**config.mk**
```make
export PLATFORM = sky130hd
export DESIGN_NAME = button_debounce_autorepeat_core
export DESIGN_NICKNAME = d
export VERILOG_FILES = /design/src/rtl/bdac_pkg.sv /design/src/rtl/bdac_decode.sv /design/src/rtl/bdac_engine.sv /design/src/rtl/bdac_fifo.sv /design/src/rtl/button_debounce_autorepeat_core.sv
export VERILOG_INCLUDE_DIRS = /design/src /design/src/rtl
export SDC_FILE = /design/constraint.sdc
export NUM_CORES = 1
export LEC_CHECK = 0
export BUFFER_PORTS_ARGS = -buffer_cell sky130_fd_sc_hd__buf_2
export CORE_MARGIN = 5
export CORE_UTILIZATION = 60
export CTS_CLUSTER_DIAMETER = 100
export DETAILED_ROUTE_END_ITERATION = 8
export PLACE_DENSITY = 0.8
export SLEW_MARGIN = 30
export SYNTH_ARGS = -nofsm -noshare
export SYNTH_HDL_FRONTEND = slang
export SYNTH_SLANG_ARGS = --single-unit
export TNS_END_PERCENT = 100
```
**constraint.sdc**
```tcl
create_clock -name clk_i -period 5.7 [get_ports clk_i]
set_clock_uncertainty 0.15 [all_clocks]
set_input_delay 0.57 -clock clk_i [delete_from_list [all_inputs] [get_ports clk_i]]
set_output_delay 0.57 -clock clk_i [all_outputs]
set_load 0.005 [all_outputs]
```
**src/rtl/button_debounce_autorepeat_core_defines.svh**
```systemverilog
// Assertion macros used by the result queue of the button debounce core.
`ifndef BUTTON_DEBOUNCE_AUTOREPEAT_CORE_DEFINES_SVH
`define BUTTON_DEBOUNCE_AUTOREPEAT_CORE_DEFINES_SVH

`ifndef ASSERT_OFF
`define BDAC_ASSERT(lbl, prop, msg) \
  lbl: assert property (@(posedge clk_i) disable iff (!rst_ni) (prop)) \
    else $error(msg);
`define BDAC_ASSERT_IMPL(lbl, ante, cons, msg) \
  lbl: assert property (@(posedge clk_i) disable iff (!rst_ni) (ante) |-> (cons)) \
    else $error(msg);
`else
`define BDAC_ASSERT(lbl, prop, msg)
`define BDAC_ASSERT_IMPL(lbl, ante, cons, msg)
`endif

`endif

```
**src/rtl/bdac_pkg.sv**
```systemverilog
// Types and constants of the button debounce and autorepeat core.
package bdac_pkg;

  localparam int VEC_W       = 18;
  localparam int REG_W       = 10;
  localparam int CFG_IDX_W   = 2;
  localparam int PIN_W       = 5;
  localparam int IN_TDATA_W  = 16;
  localparam int OUT_TDATA_W = 24;
  localparam int FIFO_DEPTH  = 8;
  localparam int FIFO_PTR_W  = $clog2(FIFO_DEPTH);
  localparam int FIFO_CNT_W  = $clog2(FIFO_DEPTH + 1);

  localparam logic [CFG_IDX_W-1:0] REG_DEBOUNCE_TICKS        = 2'd0;
  localparam logic [CFG_IDX_W-1:0] REG_FIRST_REPEAT_TICKS    = 2'd1;
  localparam logic [CFG_IDX_W-1:0] REG_REPEAT_INTERVAL_START = 2'd2;
  localparam logic [CFG_IDX_W-1:0] REG_REPEAT_INTERVAL_FLOOR = 2'd3;

  localparam logic [REG_W-1:0] RST_DEBOUNCE_TICKS        = 10'd20;
  localparam logic [REG_W-1:0] RST_FIRST_REPEAT_TICKS    = 10'd250;
  localparam logic [REG_W-1:0] RST_REPEAT_INTERVAL_START = 10'd50;
  localparam logic [REG_W-1:0] RST_REPEAT_INTERVAL_FLOOR = 10'd10;

  typedef struct packed {
    logic [REG_W-1:0] debounce_ticks;
    logic [REG_W-1:0] first_repeat_ticks;
    logic [REG_W-1:0] repeat_interval_start;
    logic [REG_W-1:0] repeat_interval_floor;
  } cfg_t;

  typedef struct packed {
    logic             last;
    logic             is_repeat;
    logic [VEC_W-1:0] buttons;
  } res_word_t;

  typedef struct packed {
    logic      rep_vld;
    logic      chg_vld;
    res_word_t rep_word;
    res_word_t chg_word;
  } push_t;

endpackage

```
**src/rtl/bdac_decode.sv**
```systemverilog
// Pin decoder: active-low pins to the 18-bit button vector.
module bdac_decode import bdac_pkg::*; (
  input  logic [PIN_W-1:0] pb_raw_i,
  input  logic [PIN_W-1:0] pe_raw_i,
  output logic [VEC_W-1:0] vec_o
);

  logic [PIN_W-1:0] pb;
  logic [PIN_W-1:0] pe;
  logic [2:0]       idx0;
  logic [2:0]       idx1;

  always_comb begin
    pb    = ~pb_raw_i;
    pe    = ~pe_raw_i;
    idx0  = {pe[2], pb[4], pb[3]};
    idx1  = {pe[4], pb[2], pb[1]};
    vec_o = '0;
    vec_o[16] = pe[0];
    vec_o[17] = pe[1];
    if (pe[3]) begin
      vec_o[idx0] = 1'b1;
    end
    if (pb[0]) begin
      vec_o[{2'b01, idx1}] = 1'b1;
    end
  end

endmodule

```
**src/rtl/bdac_engine.sv**
```systemverilog
// Input register, debounce and autorepeat state, and event generation.
module bdac_engine import bdac_pkg::*; #(
  parameter int TIMER_BITS = 10
) (
  input  logic             clk_i,
  input  logic             rst_ni,
  input  logic             in_valid_i,
  input  logic [PIN_W-1:0] pb_i,
  input  logic [PIN_W-1:0] pe_i,
  input  logic             tick_i,
  input  cfg_t             cfg_i,
  output logic             busy_o,
  output push_t            push_o
);

  localparam int WW = (TIMER_BITS > REG_W) ? TIMER_BITS : REG_W;
  localparam logic [WW-1:0] CNT_MAX_W = (WW'(1) << TIMER_BITS) - WW'(1);

  function automatic logic [TIMER_BITS-1:0] clamp_load(input logic [REG_W-1:0] v);
    logic [WW-1:0] e;
    e = WW'(v);
    if (e > CNT_MAX_W) begin
      e = CNT_MAX_W;
    end
    return e[TIMER_BITS-1:0];
  endfunction

  logic                  vld_q;
  logic [PIN_W-1:0]      pb_q;
  logic [PIN_W-1:0]      pe_q;
  logic                  tick_q;

  logic [VEC_W-1:0]      cand_q, cand_d;
  logic [VEC_W-1:0]      stable_q, stable_d;
  logic [TIMER_BITS-1:0] db_cnt_q, db_cnt_d;
  logic                  db_run_q, db_run_d;
  logic [TIMER_BITS-1:0] rep_cnt_q, rep_cnt_d;
  logic                  rep_run_q, rep_run_d;
  logic [TIMER_BITS-1:0] int_now_q, int_now_d;

  logic [VEC_W-1:0]      now_vec;
  logic [TIMER_BITS-1:0] db_cnt_t;
  logic [TIMER_BITS-1:0] rep_cnt_t;
  logic                  rep_fire;
  logic                  chg_fire;

  bdac_decode u_decode (
    .pb_raw_i (pb_q),
    .pe_raw_i (pe_q),
    .vec_o    (now_vec)
  );

  always_comb begin
    db_cnt_t  = db_cnt_q;
    rep_cnt_t = rep_cnt_q;
    if (tick_q && db_run_q && (db_cnt_q != '0)) begin
      db_cnt_t = db_cnt_q - TIMER_BITS'(1);
    end
    if (tick_q && rep_run_q && (rep_cnt_q != '0)) begin
      rep_cnt_t = rep_cnt_q - TIMER_BITS'(1);
    end

    cand_d    = cand_q;
    db_cnt_d  = db_cnt_t;
    db_run_d  = db_run_q;
    if (now_vec != cand_q) begin
      cand_d   = now_vec;
      db_cnt_d = clamp_load(cfg_i.debounce_ticks);
      db_run_d = 1'b1;
    end

    rep_cnt_d = rep_cnt_t;
    rep_run_d = rep_run_q;
    int_now_d = int_now_q;
    stable_d  = stable_q;

    rep_fire = rep_run_q && (rep_cnt_t == '0) && (stable_q != '0);
    if (rep_fire) begin
      rep_cnt_d = int_now_q;
      if (WW'(int_now_q) > WW'(cfg_i.repeat_interval_floor)) begin
        int_now_d = int_now_q - TIMER_BITS'(1);
      end
    end

    chg_fire = db_run_d && (db_cnt_d == '0) && (cand_d != stable_q);
    if (chg_fire) begin
      if (cand_d != '0) begin
        rep_cnt_d = clamp_load(cfg_i.first_repeat_ticks);
        rep_run_d = 1'b1;
      end else begin
        rep_cnt_d = '0;
        rep_run_d = 1'b0;
      end
      int_now_d = clamp_load(cfg_i.repeat_interval_start);
      db_cnt_d  = '0;
      db_run_d  = 1'b0;
      stable_d  = cand_d;
    end

    push_o.rep_vld            = vld_q && rep_fire;
    push_o.chg_vld            = vld_q && chg_fire;
    push_o.rep_word.buttons   = stable_q;
    push_o.rep_word.is_repeat = 1'b1;
    push_o.rep_word.last      = !chg_fire;
    push_o.chg_word.buttons   = cand_d;
    push_o.chg_word.is_repeat = 1'b0;
    push_o.chg_word.last      = 1'b1;
  end

  assign busy_o = vld_q;

  always_ff @(posedge clk_i) begin
    if (in_valid_i) begin
      pb_q   <= pb_i;
      pe_q   <= pe_i;
      tick_q <= tick_i;
    end
  end

  always_ff @(posedge clk_i or negedge rst_ni) begin
    if (!rst_ni) begin
      vld_q     <= 1'b0;
      cand_q    <= '0;
      stable_q  <= '0;
      db_cnt_q  <= '0;
      db_run_q  <= 1'b0;
      rep_cnt_q <= '0;
      rep_run_q <= 1'b0;
      int_now_q <= '0;
    end else begin
      vld_q <= in_valid_i;
      if (vld_q) begin
        cand_q    <= cand_d;
        stable_q  <= stable_d;
        db_cnt_q  <= db_cnt_d;
        db_run_q  <= db_run_d;
        rep_cnt_q <= rep_cnt_d;
        rep_run_q <= rep_run_d;
        int_now_q <= int_now_d;
      end
    end
  end

endmodule

```
**src/rtl/bdac_fifo.sv**
```systemverilog
// Result queue: takes up to two words a cycle, hands out one.
`include "button_debounce_autorepeat_core_defines.svh"
module bdac_fifo import bdac_pkg::*; (
  input  logic                  clk_i,
  input  logic                  rst_ni,
  input  push_t                 push_i,
  input  logic                  m_ready_i,
  output logic                  m_valid_o,
  output res_word_t             m_word_o,
  output logic [FIFO_CNT_W-1:0] count_o
);

  res_word_t             mem_q [FIFO_DEPTH];
  logic [FIFO_PTR_W-1:0] wr_ptr_q, wr_ptr_d;
  logic [FIFO_PTR_W-1:0] rd_ptr_q, rd_ptr_d;
  logic [FIFO_CNT_W-1:0] cnt_q, cnt_d;
  logic [1:0]            n_push;
  logic                  pop;
  res_word_t             first_word;
  logic [FIFO_CNT_W:0]   cnt_sum;
  logic                  head_open;
  logic                  head_chg;

  always_comb begin
    n_push     = {1'b0, push_i.rep_vld} + {1'b0, push_i.chg_vld};
    first_word = push_i.rep_vld ? push_i.rep_word : push_i.chg_word;
    pop        = m_valid_o && m_ready_i;
    wr_ptr_d   = wr_ptr_q + FIFO_PTR_W'(n_push);
    rd_ptr_d   = rd_ptr_q + FIFO_PTR_W'(pop);
    cnt_d      = cnt_q + FIFO_CNT_W'(n_push) - FIFO_CNT_W'(pop);
    cnt_sum    = {1'b0, cnt_q} + (FIFO_CNT_W + 1)'(n_push);
    head_open  = m_valid_o && !m_word_o.last;
    head_chg   = m_valid_o && !m_word_o.is_repeat;
  end

  assign m_valid_o = (cnt_q != '0);
  assign m_word_o  = mem_q[rd_ptr_q];
  assign count_o   = cnt_q;

  always_ff @(posedge clk_i) begin
    if (n_push != 2'd0) begin
      mem_q[wr_ptr_q] <= first_word;
    end
    if (n_push == 2'd2) begin
      mem_q[wr_ptr_q + FIFO_PTR_W'(1)] <= push_i.chg_word;
    end
  end

  always_ff @(posedge clk_i or negedge rst_ni) begin
    if (!rst_ni) begin
      wr_ptr_q <= '0;
      rd_ptr_q <= '0;
      cnt_q    <= '0;
    end else begin
      wr_ptr_q <= wr_ptr_d;
      rd_ptr_q <= rd_ptr_d;
      cnt_q    <= cnt_d;
    end
  end

  `BDAC_ASSERT(a_cnt_bound, cnt_q <= FIFO_CNT_W'(FIFO_DEPTH), "result queue count out of range")
  `BDAC_ASSERT(a_no_overflow, cnt_sum <= (FIFO_CNT_W + 1)'(FIFO_DEPTH), "result queue overflow")
  `BDAC_ASSERT_IMPL(a_pair_order, head_open, m_word_o.is_repeat, "non-final word is not a repeat")
  `BDAC_ASSERT_IMPL(a_pair_follow, head_open && m_ready_i, ##1 head_chg, "unpaired repeat word")

endmodule

```
**src/rtl/button_debounce_autorepeat_core.sv**
```systemverilog
// Top level of the button debounce and autorepeat core.
//
//  channel  dir  handshake                      payload
//  s_axis   in   s_axis_tvalid/s_axis_tready    tdata: port_b_pins, port_e_pins, tick
//  m_axis   out  m_axis_tvalid/m_axis_tready    tdata: buttons; tuser: is_repeat; tlast
//  cfg      in   cfg_we_i                       cfg_idx_i, cfg_wdata_i
//
//  A word is held in the input register while its results are formed;
//  they join an eight-word queue at the next edge, up to two per word, repeat first.
//  s_axis_tready is high while the queue plus the word in flight leave room for two.
//  With m_axis_tready held high, one word is taken every cycle while words give at
//  most one result each; a run of two-result words is held to one result a cycle.
//  Reset clears the control state and loads the register defaults; no clearing pass.
module button_debounce_autorepeat_core import bdac_pkg::*; #(
  parameter int TIMER_BITS = 10
) (
  input  logic                   clk_i,
  input  logic                   rst_ni,
  input  logic                   s_axis_tvalid,
  output logic                   s_axis_tready,
  input  logic [IN_TDATA_W-1:0]  s_axis_tdata,   // port_b_pins[4:0], port_e_pins[9:5], tick[10]
  output logic                   m_axis_tvalid,
  input  logic                   m_axis_tready,
  output logic [OUT_TDATA_W-1:0] m_axis_tdata,   // buttons[17:0]
  output logic                   m_axis_tuser,   // is_repeat[0]
  output logic                   m_axis_tlast,
  input  logic                   cfg_we_i,
  input  logic [CFG_IDX_W-1:0]   cfg_idx_i,
  input  logic [REG_W-1:0]       cfg_wdata_i
);

  cfg_t                  cfg_q;
  logic                  in_acc;
  logic                  busy;
  push_t                 push;
  res_word_t             head;
  logic [FIFO_CNT_W-1:0] fifo_cnt;
  logic [FIFO_CNT_W:0]   occ;

  always_ff @(posedge clk_i or negedge rst_ni) begin
    if (!rst_ni) begin
      cfg_q.debounce_ticks        <= RST_DEBOUNCE_TICKS;
      cfg_q.first_repeat_ticks    <= RST_FIRST_REPEAT_TICKS;
      cfg_q.repeat_interval_start <= RST_REPEAT_INTERVAL_START;
      cfg_q.repeat_interval_floor <= RST_REPEAT_INTERVAL_FLOOR;
    end else if (cfg_we_i) begin
      case (cfg_idx_i)
        REG_DEBOUNCE_TICKS:        cfg_q.debounce_ticks        <= cfg_wdata_i;
        REG_FIRST_REPEAT_TICKS:    cfg_q.first_repeat_ticks    <= cfg_wdata_i;
        REG_REPEAT_INTERVAL_START: cfg_q.repeat_interval_start <= cfg_wdata_i;
        REG_REPEAT_INTERVAL_FLOOR: cfg_q.repeat_interval_floor <= cfg_wdata_i;
        default: ;
      endcase
    end
  end

  always_comb begin
    occ           = {1'b0, fifo_cnt} + (busy ? (FIFO_CNT_W + 1)'(2) : '0);
    s_axis_tready = (occ <= (FIFO_CNT_W + 1)'(FIFO_DEPTH - 2));
    in_acc        = s_axis_tvalid && s_axis_tready;
  end

  bdac_engine #(
    .TIMER_BITS (TIMER_BITS)
  ) u_engine (
    .clk_i      (clk_i),
    .rst_ni     (rst_ni),
    .in_valid_i (in_acc),
    .pb_i       (s_axis_tdata[PIN_W-1:0]),
    .pe_i       (s_axis_tdata[2*PIN_W-1:PIN_W]),
    .tick_i     (s_axis_tdata[2*PIN_W]),
    .cfg_i      (cfg_q),
    .busy_o     (busy),
    .push_o     (push)
  );

  bdac_fifo u_fifo (
    .clk_i     (clk_i),
    .rst_ni    (rst_ni),
    .push_i    (push),
    .m_ready_i (m_axis_tready),
    .m_valid_o (m_axis_tvalid),
    .m_word_o  (head),
    .count_o   (fifo_cnt)
  );

  assign m_axis_tdata = {{(OUT_TDATA_W - VEC_W){1'b0}}, head.buttons};
  assign m_axis_tuser = head.is_repeat;
  assign m_axis_tlast = head.last;

endmodule

```
==> results.sh <==
export IMPL_period_needed_ns=4.98
export IMPL_rsz0062_at_grt="false"
export IMPL_n_fill_cell=1792
export IMPL_synth_mux_area_fraction_pct=12.7
export IMPL_synth_common_cells="edfxtp_1, nand2_1, dfrtp_1"
export IMPL_required_ns=5.93
export IMPL_p_sw_share_pct=34.4
export IMPL_cap_violations=0
export IMPL_relSlewSlack_pct=43.3
export IMPL_row_count=58
export IMPL_grt_pass1_wl_um=61600
export IMPL_die_x_um=170
export IMPL_path_delay_family="simple AND/OR/NAND/NOR gates"
export IMPL_multi_input_area_um2=6770
export IMPL_final_cell_area_um2=16900
export IMPL_worst_path_buf_inv=3
export IMPL_antenna_found_initial=0
export IMPL_hold_viol=0
export IMPL_place_area_um2=15900
export IMPL_synth_simple_area_share_pct=11.9
export IMPL_leakage_nw=6.85
export IMPL_regArea_um2=7970
export IMPL_hpwlAfterDp_um=25000
export IMPL_end_kind="register"
export IMPL_io_buffers=49
export IMPL_cp_max_fo=15
export IMPL_grt_usage_pct=26.9
export IMPL_yosysTopAreaCellShare_pct=30.3
export IMPL_overflow=0
export IMPL_r2r_start="u_engine.pb_q[0]$_DFFE_PP_"
export IMPL_drive_gt1_share_pct=24.0
export IMPL_tightest_slew_ns=0.848
export IMPL_power_density_nw_per_um2=418
export IMPL_ir_worst_vdd_mv=0.323
export IMPL_syn_avg_cell_area_um2=12.0
export IMPL_ys_ff_latch=290
export IMPL_yosysMostFrequentCell="edfxtp_1"
export IMPL_wl_per_cell_um=23.5
export IMPL_fin_cells=1653
export IMPL_design_core_area_um2=25200
export IMPL_initial_core_util_pct=61.1
export IMPL_cpPeakStageDelay_ns=0.74
export IMPL_cp_slowest_cell="or4b_4"
export IMPL_switchingPower_w=0.00244
export IMPL_cts_htree_levels=1
export IMPL_synthFlopType="edfxtp_1"
export IMPL_status="finished clean"
export IMPL_die_h_um=170
export IMPL_hp_class="input pin to register"
export IMPL_startpoint_type="register"
export IMPL_min_path_cells=1
export IMPL_intPower_w=0.00464
export IMPL_hp_start="s_axis_tdata[3]"
export IMPL_cts_tree="yes"
export IMPL_drc=0
export IMPL_synth_area_leader_cell="edfxtp_1"
export IMPL_antenna_cells=0
export IMPL_finalWorstSetupSlack_ns=0.722
export IMPL_crit_chain="or4b_4 -> a22o_1 -> a211oi_1 -> and4_1 -> a21boi_1 -> a2111oi_4 -> and3_4 -> inv_2 -> ha_1 -> nor2b_1 -> nand2_1 -> o21ai_1 -> buf_4 -> inv_1 -> o21ai_0"
export IMPL_post_place_ws_ns=0.811
export IMPL_period_share_pct=87.3
export IMPL_clockRootBuffer="clkbuf_16"
export IMPL_num_io_pins=61
export IMPL_setup_tns_final_ns=0
export IMPL_clkPwrFrac_pct=28.3
export IMPL_num_vias=11100
export IMPL_synth_compound_gate_area_share_pct=15.1
export IMPL_seq_area_frac_synth_pct=51.8
export IMPL_vias_per_cell=6.73
export IMPL_nNetsFinal=1363
export IMPL_synthCells=1284
export IMPL_synthAdderAreaFrac_pct=2.54
export IMPL_synth_top_family_by_area="compound AO/OA/AOI/OAI gates"
export IMPL_fin_util_pct=67.2
export IMPL_grt_max_degree=70
export IMPL_yosysWarnings=0
export IMPL_reg2reg_depth=15
export IMPL_final_antenna_net_count=0
export IMPL_synth_edf_count=155
export IMPL_dieArea_um2=28900
export IMPL_cp_arrival_ns=5.21
export IMPL_r2r_slack_ns=0.72
export IMPL_area_growth_pct=9.93
export IMPL_drt_total_wl_um=38800
export IMPL_netlist_area_um2=15400
export IMPL_async_flop_share_pct=41.0
export IMPL_r2r_end="u_fifo.mem_q[4][14]$_DFFE_PP_"
export IMPL_numCtsBuffers=29
export IMPL_max_freq_ghz=0.201
export IMPL_clk_path_buf_depth=3
export IMPL_place_congestion=0.925
export IMPL_ys_types=92
export IMPL_placedCellCount=1598
export IMPL_slew_viol_final=0
export IMPL_post_cts_buffers=0
export IMPL_finalSetupViolations=0
export IMPL_clock_latency_ns=0.57
export IMPL_netlist_top_cells_area="edfxtp_1, dfrtp_1, mux2_2"
export IMPL_sequentialPowerShare_pct=41.8
export IMPL_dr_pass1_iters=5
export IMPL_combPwrFrac_pct=29.9
export IMPL_drt_iter0_drc=1255
export IMPL_clkSinkCount=290
export IMPL_worst_setup_path_type="register to register"
export IMPL_hold_end="u_engine.pb_q[3]$_DFFE_PP_"
export IMPL_grt_pass1_vias=11000
export IMPL_clk_pin_slew_worst_paths_ns=0.06
export IMPL_synth_xor_area_share_pct=1.48
==> registers in the layout (all words and copies together) (netlist names) <==
signal,cells
u_fifo.wr_ptr_q,3
u_engine.busy_o,1
u_engine.rep_cnt_q,10
u_engine.tick_q,1
u_engine.rep_run_q,1
u_engine.stable_q,18
u_engine.pe_q,5
u_fifo.rd_ptr_q,3
u_engine.db_cnt_q,10
u_fifo.mem_q,160
u_engine.cand_q,18
u_engine.int_now_q,10
cfg_q,40
u_fifo.count_o,4
u_engine.pb_q,5
u_engine.db_run_q,1
==> worst max-delay path by stage <==
| stage | startpoint | endpoint | slack, ns | cells after the start |
|---|---|---|---|---|
| 2_1_floorplan | u_engine.db_cnt_q[4]$_DFFE_PN0P_ | u_fifo.count_o[3]$_DFF_PN0_ | 1.20 | 18 |
| 3_3_place_gp | u_engine.pb_q[0]$_DFFE_PP_ | u_fifo.mem_q[4][16]$_DFFE_PP_ | 0.93 | 15 |
| 3_5_place_dp | u_engine.pb_q[0]$_DFFE_PP_ | u_fifo.mem_q[4][14]$_DFFE_PP_ | 0.81 | 15 |
| 4_1_cts | u_engine.db_cnt_q[0]$_DFFE_PN0P_ | u_fifo.mem_q[4][14]$_DFFE_PP_ | 0.78 | 18 |
| 5_1_grt | u_engine.pb_q[2]$_DFFE_PP_ | u_fifo.mem_q[7][16]$_DFFE_PP_ | 0.48 | 15 |
| 6_report | u_engine.pb_q[0]$_DFFE_PP_ | u_fifo.mem_q[4][14]$_DFFE_PP_ | 0.72 | 15 |
==> cell usage in the layout, fill, tap and decap left out, types with 5 or more instances in the layout <==
cell type	synthesis	routed
edfxtp_1	155	155
nand2_1	112	112
dfrtp_1	106	104
a22o_1	102	102
mux2_2	85	85
o21ai_0	78	78
inv_1	49	49
buf_2	29	48
nor2_1	43	43
mux4_2	40	40
buf_4	9	39
clkbuf_16	0	29
ha_1	28	28
nor3_1	28	27
a21oi_1	23	23
nand3_1	22	22
o21ai_1	17	17
dfxtp_1	16	16
nand4_1	15	15
nor4_1	15	14
nor3b_1	13	13
xnor2_1	13	13
xor2_1	13	13
dfstp_2	13	13
a221o_1	11	11
mux2i_1	10	10
o32a_1	9	9
nor2b_1	8	8
or3_1	7	7
a211o_1	7	7
nor2_4	7	7
a31o_2	7	7
a211oi_1	6	6
and2_1	6	6
o21a_1	6	6
nand3b_1	6	6
nand2b_1	6	6
conb_1	1	6
clkinv_2	0	6
or4_1	5	5
==> power by group through the flow <==
stage          Sequential [W]  Clock (W)  Combinational, W
6_report              0.00296    0.00200           0.00211
5_1_grt               0.00300    0.00212           0.00233
4_1_cts               0.00295    0.00202           0.00210
3_5_place_dp          0.00298          0           0.00209
3_3_place_gp          0.00296          0           0.00203
2_1_floorplan         0.00269          0           0.00179
==> routing by layer <==
layer	vias up	GRT usage, %	wire, µm
li1	4925	-	-
met1	5485	36.0	14800
met2	596	44.9	19200
met3	115	3.83	3250
met4	0	10.2	1520
met5	-	0	0
==> layout make-up <==
class | instances | share of cell area [%]
Sequential cell | 290 | 47.1
Multi-Input combinational cell | 838 | 40.0
Clock buffer | 36 | 4.62
Timing Repair Buffer | 89 | 3.28
Tap cell | 330 | 2.44
Clock inverter | 18 | 1.32
Inverter | 52 | 1.17
==> cells by family (layout without fill, tap and decap cells) <==
kind of cell,after synthesis,count (layout)
muxes,135,135
other,1,6
buffers and inverters,161,195
xor gates and xnor gates,26,26
DFF,290,290
AOI/OAI and AO/OA,310,310
adders and majority gates,30,30
and+or+nand+nor,331,331
==> timing repair <==
| item | 4_1_cts | 5_1_grt |
|---|---|---|
| hold endpoints to repair | 43 | 0 |
| resized for setup | 0 | 0 |
| hold buffers | 1 | 0 |
==> through the flow <==
stage | total power, W | hold slack, ns
2_1_floorplan | 0.00447 | 0.124
5_1_grt | 0.00745 | 0.0120
4_1_cts | 0.00707 | 0.00556
3_5_place_dp | 0.00507 | 0.310
6_report | 0.00707 | 0.0282
3_3_place_gp | 0.00499 | 0.298
Note: power is estimated with default switching activity, not from simulation.
